## src/design/sbu_pkg.sv

```systemverilog
`timescale 1ns / 1ps

package sbu_pkg;

    // Register indexes on the configuration channel
    localparam logic [1:0] CFG_BLOCK_BYTES   = 2'd0;
    localparam logic [1:0] CFG_HALF_MODE     = 2'd1;
    localparam logic [1:0] CFG_EXPECTED_BMAP = 2'd2;

    // Result kinds
    localparam logic [1:0] KIND_NONE   = 2'd0;
    localparam logic [1:0] KIND_BITMAP = 2'd1;
    localparam logic [1:0] KIND_DATA   = 2'd2;

    // Error codes
    localparam logic [2:0] ERR_NONE      = 3'd0;
    localparam logic [2:0] ERR_BLOCK_SZ  = 3'd1;
    localparam logic [2:0] ERR_BMAP_OVF  = 3'd2;
    localparam logic [2:0] ERR_TRUNCATED = 3'd3;
    localparam logic [2:0] ERR_DATA_OVF  = 3'd4;
    localparam logic [2:0] ERR_BMAP_MISM = 3'd5;

    // Stream beat widths
    localparam int S_TDATA_W = 8;
    localparam int M_TDATA_W = 32;
    localparam int M_TUSER_W = 2;

    typedef struct packed {
        logic [14:0] block_bytes;
        logic        half_mode;
        logic [23:0] expected_bitmap_bytes;
    } sbu_cfg_t;

    typedef struct packed {
        logic [7:0] src_byte;
        logic       last;
    } sbu_item_t;

    typedef struct packed {
        logic [1:0]  kind;
        logic [7:0]  out_byte;
        logic [14:0] zero_fill;
        logic        block_done;
        logic [2:0]  error;
        logic        stream_done;
    } sbu_result_t;

endpackage

```

## src/design/sparse_block_unpacker.sv

```systemverilog
`timescale 1ns / 1ps

// Sparse block unpacker. Parses a packed sparse stream one byte per beat:
// bitmap bytes, a one- or two-byte element-count header, then data bytes,
// and emits one result beat per input byte with its kind, the passed byte,
// the zero-fill count that pads each finished block, and a latched error
// code. Throughput is one byte per clock while m_tready is held high; each byte
// passes through the input register and then the result register. The stream state
// (phase counter, bitmap total, latched error) is computed combinationally
// between those registers, which sets that rate. Configuration writes are
// accepted every cycle and should be made between beats; they apply to the
// next decision that uses them.
module sparse_block_unpacker
    import sbu_pkg::*;
#(
    parameter int MAX_BLOCK_BYTES = 16384
) (
    input  logic                  aclk,
    input  logic                  aresetn,
    // input stream
    input  logic                  s_tvalid,
    output logic                  s_tready,
    input  logic [S_TDATA_W-1:0]  s_tdata,   // [7:0] src_byte
    input  logic                  s_tlast,   // last
    // result stream
    output logic                  m_tvalid,
    input  logic                  m_tready,
    output logic [M_TDATA_W-1:0]  m_tdata,   // [7:0] out_byte, [22:8] zero_fill,
                                             // [23] block_done, [26:24] error
    output logic [M_TUSER_W-1:0]  m_tuser,   // [1:0] kind
    output logic                  m_tlast,   // stream_done
    // configuration
    input  logic                  cfg_valid,
    output logic                  cfg_ready,
    input  logic [1:0]            cfg_index,
    input  logic [23:0]           cfg_data
);

    sbu_cfg_t    cfg;
    sbu_item_t   s_item;
    sbu_item_t   item;
    logic        item_valid;
    logic        advance;
    sbu_result_t result;
    sbu_result_t m_result;

    assign s_item.src_byte = s_tdata[7:0];
    assign s_item.last     = s_tlast;

    sbu_cfg u_cfg (
        .aclk      (aclk),
        .aresetn   (aresetn),
        .cfg_valid (cfg_valid),
        .cfg_ready (cfg_ready),
        .cfg_index (cfg_index),
        .cfg_data  (cfg_data),
        .cfg       (cfg)
    );

    sbu_in_stage u_in (
        .aclk       (aclk),
        .aresetn    (aresetn),
        .s_tvalid   (s_tvalid),
        .s_tready   (s_tready),
        .s_item     (s_item),
        .advance    (advance),
        .item_valid (item_valid),
        .item       (item)
    );

    sbu_parse #(
        .MAX_BLOCK_BYTES (MAX_BLOCK_BYTES)
    ) u_parse (
        .aclk    (aclk),
        .aresetn (aresetn),
        .cfg     (cfg),
        .take    (advance),
        .item    (item),
        .result  (result)
    );

    sbu_out_stage u_out (
        .aclk       (aclk),
        .aresetn    (aresetn),
        .item_valid (item_valid),
        .result     (result),
        .advance    (advance),
        .m_tvalid   (m_tvalid),
        .m_tready   (m_tready),
        .m_result   (m_result)
    );

    // Pack the result beat
    assign m_tdata = {5'd0, m_result.error, m_result.block_done,
                      m_result.zero_fill, m_result.out_byte};
    assign m_tuser = m_result.kind;
    assign m_tlast = m_result.stream_done;

endmodule

```

## src/design/sbu_cfg.sv

```systemverilog
`timescale 1ns / 1ps

module sbu_cfg
    import sbu_pkg::*;
(
    input  logic        aclk,
    input  logic        aresetn,
    input  logic        cfg_valid,
    output logic        cfg_ready,
    input  logic [1:0]  cfg_index,
    input  logic [23:0] cfg_data,
    output sbu_cfg_t    cfg
);

    sbu_cfg_t cfg_reg;

    assign cfg_ready = 1'b1;
    assign cfg      = cfg_reg;

    // Register file; unknown indexes are ignored
    always_ff @(posedge aclk) begin
        if (!aresetn) begin
            cfg_reg.block_bytes           <= 15'd16;
            cfg_reg.half_mode             <= 1'b0;
            cfg_reg.expected_bitmap_bytes <= 24'd0;
        end else if (cfg_valid && cfg_ready) begin
            case (cfg_index)
                CFG_BLOCK_BYTES:   cfg_reg.block_bytes           <= cfg_data[14:0];
                CFG_HALF_MODE:     cfg_reg.half_mode             <= cfg_data[0];
                CFG_EXPECTED_BMAP: cfg_reg.expected_bitmap_bytes <= cfg_data;
                default: ;
            endcase
        end
    end

endmodule

```

## src/design/sbu_in_stage.sv

```systemverilog
`timescale 1ns / 1ps

module sbu_in_stage
    import sbu_pkg::*;
(
    input  logic      aclk,
    input  logic      aresetn,
    input  logic      s_tvalid,
    output logic      s_tready,
    input  sbu_item_t s_item,
    input  logic      advance,
    output logic      item_valid,
    output sbu_item_t item
);

    logic      valid_reg;
    sbu_item_t item_reg;

    // Take a beat when empty or when the held item moves on this cycle
    assign s_tready   = !valid_reg || advance;
    assign item_valid = valid_reg;
    assign item       = item_reg;

    always_ff @(posedge aclk) begin
        if (!aresetn) begin
            valid_reg <= 1'b0;
        end else if (s_tready) begin
            valid_reg <= s_tvalid;
        end
    end

    always_ff @(posedge aclk) begin
        if (s_tvalid && s_tready) begin
            item_reg <= s_item;
        end
    end

endmodule

```

## src/design/sbu_parse.sv

```systemverilog
`timescale 1ns / 1ps

module sbu_parse
    import sbu_pkg::*;
#(
    parameter int MAX_BLOCK_BYTES = 16384
) (
    input  logic        aclk,
    input  logic        aresetn,
    input  sbu_cfg_t    cfg,
    input  logic        take,
    input  sbu_item_t   item,
    output sbu_result_t result
);

    localparam int MaxW = $clog2(MAX_BLOCK_BYTES + 1);
    localparam int CmpW = (MaxW > 15) ? MaxW : 15;

    typedef enum logic [2:0] {
        PH_START,
        PH_BITMAP,
        PH_HDR,
        PH_HDR_HI,
        PH_DATA
    } phase_t;

    phase_t      phase_reg, phase_next;
    logic [14:0] remaining_reg, remaining_next;
    logic [7:0]  header_low_reg, header_low_next;
    logic [14:0] valid_bytes_reg, valid_bytes_next;
    logic [23:0] bitmap_total_reg, bitmap_total_next;
    logic [2:0]  error_reg, error_next;

    logic [CmpW-1:0] bb_ext;
    logic            bad_size;
    logic [14:0]     bmap_n;
    logic [14:0]     bmap_n_m1;
    logic [24:0]     bmap_sum;
    logic [13:0]     count;
    logic [14:0]     vb_calc;
    logic [14:0]     zf_data;
    logic [14:0]     rem_dec;
    logic [2:0]      err;

    // Block geometry from the current registers
    assign bb_ext    = CmpW'(cfg.block_bytes);
    assign bad_size  = (cfg.block_bytes == 15'd0) || (cfg.block_bytes[3:0] != 4'd0)
                       || (bb_ext > CmpW'(MAX_BLOCK_BYTES));
    assign bmap_n    = cfg.half_mode ? (cfg.block_bytes >> 4) : (cfg.block_bytes >> 3);
    assign bmap_n_m1 = bmap_n - 15'd1;
    assign bmap_sum  = {1'b0, bitmap_total_reg} + 25'(bmap_n);

    // Header count, one- or two-byte form, scaled by element size
    assign count   = (phase_reg == PH_HDR_HI) ? {item.src_byte, header_low_reg[7:2]}
                                              : {7'd0, item.src_byte[7:1]};
    assign vb_calc = cfg.half_mode ? {count, 1'b0} : {1'b0, count};
    assign zf_data = (cfg.block_bytes > valid_bytes_reg)
                     ? (cfg.block_bytes - valid_bytes_reg) : 15'd0;
    assign rem_dec = (remaining_reg != 15'd0) ? (remaining_reg - 15'd1) : 15'd0;

    // Classify one byte and compute the next stream state
    always_comb begin
        phase_next        = phase_reg;
        remaining_next    = remaining_reg;
        header_low_next   = header_low_reg;
        valid_bytes_next  = valid_bytes_reg;
        bitmap_total_next = bitmap_total_reg;
        error_next        = error_reg;
        err               = error_reg;
        result            = '0;

        if (error_reg == ERR_NONE) begin
            case (phase_reg)
                PH_BITMAP: begin
                    result.kind       = KIND_BITMAP;
                    result.out_byte   = item.src_byte;
                    bitmap_total_next = bitmap_total_reg + 24'd1;
                    remaining_next    = rem_dec;
                    if (rem_dec == 15'd0) begin
                        phase_next = PH_HDR;
                    end
                end
                PH_HDR, PH_HDR_HI: begin
                    if (phase_reg == PH_HDR && item.src_byte[0]) begin
                        header_low_next = item.src_byte;
                        phase_next      = PH_HDR_HI;
                    end else begin
                        valid_bytes_next = vb_calc;
                        if (vb_calc > cfg.block_bytes) begin
                            err = ERR_DATA_OVF;
                        end else if (vb_calc == 15'd0) begin
                            // empty block closes on its header
                            result.zero_fill  = cfg.block_bytes;
                            result.block_done = 1'b1;
                            phase_next        = PH_START;
                            remaining_next    = 15'd0;
                        end else begin
                            remaining_next = vb_calc;
                            phase_next     = PH_DATA;
                        end
                    end
                end
                PH_DATA: begin
                    result.kind     = KIND_DATA;
                    result.out_byte = item.src_byte;
                    remaining_next  = rem_dec;
                    if (rem_dec == 15'd0) begin
                        result.zero_fill  = zf_data;
                        result.block_done = 1'b1;
                        phase_next        = PH_START;
                    end
                end
                default: begin
                    if (bad_size) begin
                        err = ERR_BLOCK_SZ;
                    end else if (bmap_sum > {1'b0, cfg.expected_bitmap_bytes}) begin
                        err = ERR_BMAP_OVF;
                    end else begin
                        result.kind       = KIND_BITMAP;
                        result.out_byte   = item.src_byte;
                        bitmap_total_next = bitmap_total_reg + 24'd1;
                        remaining_next    = bmap_n_m1;
                        phase_next        = (bmap_n_m1 != 15'd0) ? PH_BITMAP : PH_HDR;
                    end
                end
            endcase
        end

        // End of stream: final checks, then back to the start state
        if (item.last) begin
            if (err == ERR_NONE) begin
                if (phase_next != PH_START) begin
                    err = ERR_TRUNCATED;
                end else if (bitmap_total_next != cfg.expected_bitmap_bytes) begin
                    err = ERR_BMAP_MISM;
                end
            end
            result.stream_done = 1'b1;
            phase_next         = PH_START;
            remaining_next     = 15'd0;
            header_low_next    = 8'd0;
            valid_bytes_next   = 15'd0;
            bitmap_total_next  = 24'd0;
            error_next         = ERR_NONE;
        end else begin
            error_next = err;
        end
        result.error = err;
    end

    always_ff @(posedge aclk) begin
        if (!aresetn) begin
            phase_reg        <= PH_START;
            remaining_reg    <= 15'd0;
            header_low_reg   <= 8'd0;
            valid_bytes_reg  <= 15'd0;
            bitmap_total_reg <= 24'd0;
            error_reg        <= ERR_NONE;
        end else if (take) begin
            phase_reg        <= phase_next;
            remaining_reg    <= remaining_next;
            header_low_reg   <= header_low_next;
            valid_bytes_reg  <= valid_bytes_next;
            bitmap_total_reg <= bitmap_total_next;
            error_reg        <= error_next;
        end
    end

    // Data phase always has bytes left to consume
    a_data_rem: assert property (@(posedge aclk) disable iff (!aresetn)
        phase_reg == PH_DATA |-> remaining_reg != 15'd0)
        else $error("data phase with zero remaining");

    // Last byte returns the stream state to its start values
    a_last_clear: assert property (@(posedge aclk) disable iff (!aresetn)
        take && item.last |=> phase_reg == PH_START && bitmap_total_reg == 24'd0
                              && error_reg == ERR_NONE)
        else $error("stream state not cleared after last byte");

    // A latched error holds until the stream ends
    a_err_hold: assert property (@(posedge aclk) disable iff (!aresetn)
        take && !item.last && error_reg != ERR_NONE |=> $stable(error_reg))
        else $error("latched error changed mid-stream");

    // A block start leaves no count behind
    a_start_rem: assert property (@(posedge aclk) disable iff (!aresetn)
        phase_reg == PH_START |-> remaining_reg == 15'd0)
        else $error("remaining count left at block start");

endmodule

```

## src/design/sbu_out_stage.sv

```systemverilog
`timescale 1ns / 1ps

module sbu_out_stage
    import sbu_pkg::*;
(
    input  logic        aclk,
    input  logic        aresetn,
    input  logic        item_valid,
    input  sbu_result_t result,
    output logic        advance,
    output logic        m_tvalid,
    input  logic        m_tready,
    output sbu_result_t m_result
);

    logic        valid_reg;
    sbu_result_t result_reg;

    // Load when empty or when the held beat leaves this cycle
    assign advance  = item_valid && (!valid_reg || m_tready);
    assign m_tvalid = valid_reg;
    assign m_result = result_reg;

    always_ff @(posedge aclk) begin
        if (!aresetn) begin
            valid_reg <= 1'b0;
        end else if (!valid_reg || m_tready) begin
            valid_reg <= item_valid;
        end
    end

    always_ff @(posedge aclk) begin
        if (advance) begin
            result_reg <= result;
        end
    end

endmodule
```

## config.mk

```make
export PLATFORM = sky130hd
export DESIGN_NAME = sparse_block_unpacker
export DESIGN_NICKNAME = d
export VERILOG_FILES = /design/src/design/sbu_pkg.sv /design/src/design/sparse_block_unpacker.sv /design/src/design/sbu_cfg.sv /design/src/design/sbu_in_stage.sv /design/src/design/sbu_parse.sv /design/src/design/sbu_out_stage.sv
export SDC_FILE = /design/constraint.sdc
export NUM_CORES = 1
export LEC_CHECK = 0
export ABC_CLOCK_PERIOD_IN_PS = 13300
export BUFFER_PORTS_ARGS = -buffer_cell sky130_fd_sc_hd__buf_2
export CAP_MARGIN = 20
export CORE_MARGIN = 2
export CORE_UTILIZATION = 25
export DETAILED_ROUTE_END_ITERATION = 12
export PLACE_DENSITY = 0.43
export SLEW_MARGIN = 20
export SYNTH_ARGS = -nofsm -noshare
export SYNTH_HDL_FRONTEND = slang
export SYNTH_HIERARCHICAL = 1
export SYNTH_SLANG_ARGS = --single-unit
```

## constraint.sdc

```tcl
create_clock -name aclk -period 13.3 [get_ports aclk]
set_clock_uncertainty 0.15 [all_clocks]
set_input_delay 2.66 -clock aclk [delete_from_list [all_inputs] [get_ports aclk]]
set_output_delay 2.66 -clock aclk [all_outputs]
set_load 0.01 [all_outputs]
```

==> flow_summary_export.csv <==
group,metric,value,unit
synthesis,yosysWarnings,6,
critical_path,slowest_stage,"nand2_1",
synthesis,ys_seq_elements,147,
synthesis,synth_top_cell_by_area,"dfxtp_1",
sta,min_period_over_period,67.8,%
placement,place_congestion,0.999,
cts,clkSlewWorstSetupHoldPaths,70,ps
min_path,worstHoldPathCells,2,
sta,rsz0062_at_grt,"no",
global_routing,grt_use_total,20.8,%
floorplan,rows,83,
cts,clkSinkCount,147,
synthesis,synthFlopType,"dfxtp_1",
critical_path,startpoint,"u_cfg/cfg[24]",
layout,drive_gt1_share,11.8,%
global_routing,grt_max_degree,68,
floorplan,core-area,51200,sq um
route,ant_nets,0,
route,top_layer,"met4",
route,vias_per_cell,5.55,
route,post_drt_wl_per_cell,23.7,microns
synthesis,synth_commonest_cells,"nand2_1 (183), nor2_1 (127), dfxtp_1 (108)",
placement,postPlaceCellArea,13900,sq um
critical_path,cp-start-kind,"register",
power,p_leak,5.40,nW
critical_path,crit_type,"reg2reg",
floorplan,die_h,231,microns
synthesis,ys_seq_area_share,25.8,%
floorplan,die_x,231,microns
sta,hold_ws,315,ps
min_path,hold_start,"u_cfg/cfg[21]",
placement,dp.cells,2338,
layout,fillers,5559,
synthesis,synth_edf_count,39,
sta,maxSlewHeadroom,21.5,%
layout,multi_input_area,8710,sq um
cts,clockRootBuffer,"clkbuf_16",
cts,tritoncts,"yes",
critical_path,r2r_cells,31,
min_path,min_to,"u_cfg/cfg[21]",
synthesis,synthCells,1655,
layout,design_area,14400,sq um
route,routed_wl,56100,microns
critical_path,end_kind,"register",
power,p_per_area,98.5,nW/um^2
critical_path,path_max_fanout,37,
route,routed-wl-met2,23900,microns
power,power,1.42,mW
layout,nNetsFinal,1789,
critical_path,cp.required,13360,ps
synthesis,synth_area_leaders,"dfxtp_1 (17%), edfxtp_1 (9.1%), ha_1 (6.8%)",
synthesis,synthArstFlopShare,0,%
sta,worstMarginPinSlew,1170,ps
cts,postCtsSetupRepairBufs,0,
cts,cts_hold_buf,0,
critical_path,rrSetupSlack,4280,ps
cts,clock_latency,490,ps
floorplan,boundaryPins,78,
synthesis,synth_area,12900,sq um
route,drc_errors,0,
critical_path,crit_path_max_incr_delay,550,ps
route,vias,13154,
layout,regArea,3330,sq um
synthesis,yosys.area.top_type_share,16.8,%
sta,max_freq,111,MHz
power,ir_worst_vdd,108,uV
synthesis,yosysMostFrequentCell,"nand2_1",
cts,clk_path_buf_depth,2,
synthesis,synth.distinct_cells,107,
route,dr.pass1.iters,6,
global_routing,grt_pass1_vias,12307,
sta,maxSlewViolCount,0,
global_routing,grt_pass1_wl,82200,microns
sta,finalSetupViolations,0,
cts,ctsResizeCount,0,
sta,finalSetupTns,0,ps
critical_path,crit_top_cell,"a21oi_1",
critical_path,worstPathArrival,9070,ps
min_path,hold_class,"reg2reg",
flow_run,drv_cap,0,
sta,hold_viol,0,
critical_path,reg2reg_to,"u_out/m_result[1]",
layout,areaGrowthSynthToFinish,11.8,%
global_routing,grt_antenna_before_repair,1,
route,drt_iter0_drc,1604,
critical_path,r2r-start,"u_cfg/cfg[24]",
sta,period_minus_slack,9020,ps
layout,largest_reg_flops,40,
placement,io_buffers,71,
floorplan,initial_utilization,25.2,%
cts,htreeDepth,4,
global_routing,grt_overflow,0,
placement,post-dp-hpwl,42800,microns
layout,final_cells,2371,
status,status,"complete, no violations",
synthesis,synth.avg_cell_area,7.79,sq um
cts,cts_buffers,17,
floorplan,die_area,53400,sq um
route,wl_met3,3880,microns
route,routedLengthMet1,26700,microns
report_power, final:
part / total, mW / switching, mW / internal (mW)
logic: 0.439 / 0.301 / 0.138
clock network: 0.481 / 0.220 / 0.262
registers: 0.500 / 0.0209 / 0.479
total: 1.42 / 0.542 / 0.879
worst max-delay path, delay by kind of cell (launching register included):
kind | cells | cell delay [ps]
xor+xnor | 2 | 320
buf+inv | 3 | 1030
compound gates | 13 | 2960
flops | 1 | 310
simple gates | 11 | 3380
fa+ha+maj | 2 | 540
through the flow:
step / setup slack [ps] / utilization (%)
after CTS: 4480 / 28.2
after global routing: 3740 / 28.2
after detailed placement: 4490 / 27.1
final: 4280 / 28.2
after global placement: 4930 / 27.1
after floorplan: 5900 / -
per-layer routing:
layer / vias to the layer above / GRT usage (%)
met1: 6363 / 29.8
li1: 6118 / -
met2: 579 / 30.8
met3: 94 / 3.72
met5: - / 0
met4: 0 / 7.54
cells in the final DEF, fill, tap and decap left out, types with 38 or more instances in the layout:
master | Yosys | routed
a21oi_1 | 95 | 95
a22oi_1 | 41 | 41
buf_2 | 23 | 70
dfxtp_1 | 108 | 108
edfxtp_1 | 39 | 39
ha_1 | 70 | 70
inv_1 | 90 | 90
mux2i_1 | 70 | 70
nand2_1 | 183 | 183
nand3_1 | 38 | 38
nor2_1 | 127 | 127
nor2b_1 | 42 | 41
nor3_1 | 49 | 48
o21ai_0 | 94 | 93
xnor2_1 | 44 | 44
layout make-up:
class | instances | share of cell area, %
Timing Repair Buffer | 104 | 4.20
Inverter | 94 | 2.45
Multi-Input combinational cell | 1313 | 60.4
Sequential cell | 147 | 23.1
Clock buffer | 18 | 2.98
Antenna cell | 1 | 0.0173
Clock inverter | 14 | 0.980
Tap cell | 680 | 5.90
how the worst max path moves through the flow:
| stage | cells past startpoint | to |
|---|---|---|
| 2_1_floorplan | 3 | s_tready |
| 6_report | 31 | u_out/m_result[1] |
| 5_1_grt | 31 | u_out/m_result[1] |
| 4_1_cts | 31 | u_out/m_result[1] |
| 3_5_place_dp | 31 | u_out/m_result[1] |
| 3_3_place_gp | 30 | u_out/m_result[1] |
cells by family (layout without fill, tap and decap cells):
kind of cell | after synthesis | count (layout) | synth area share [%]
AOI/OAI and AO/OA | 459 | 459 | 23.8
xor gates and xnor gates | 63 | 63 | 4.28
adders and majority gates | 73 | 73 | 7.19
buffers and inverters | 199 | 230 | 6.88
DFF | 147 | 147 | 25.8
muxes | 75 | 75 | 5.96
other | 2 | 7 | 0.0582
and+or+nand+nor | 637 | 637 | 26.0
Note: power is estimated with default switching activity, not from simulation.
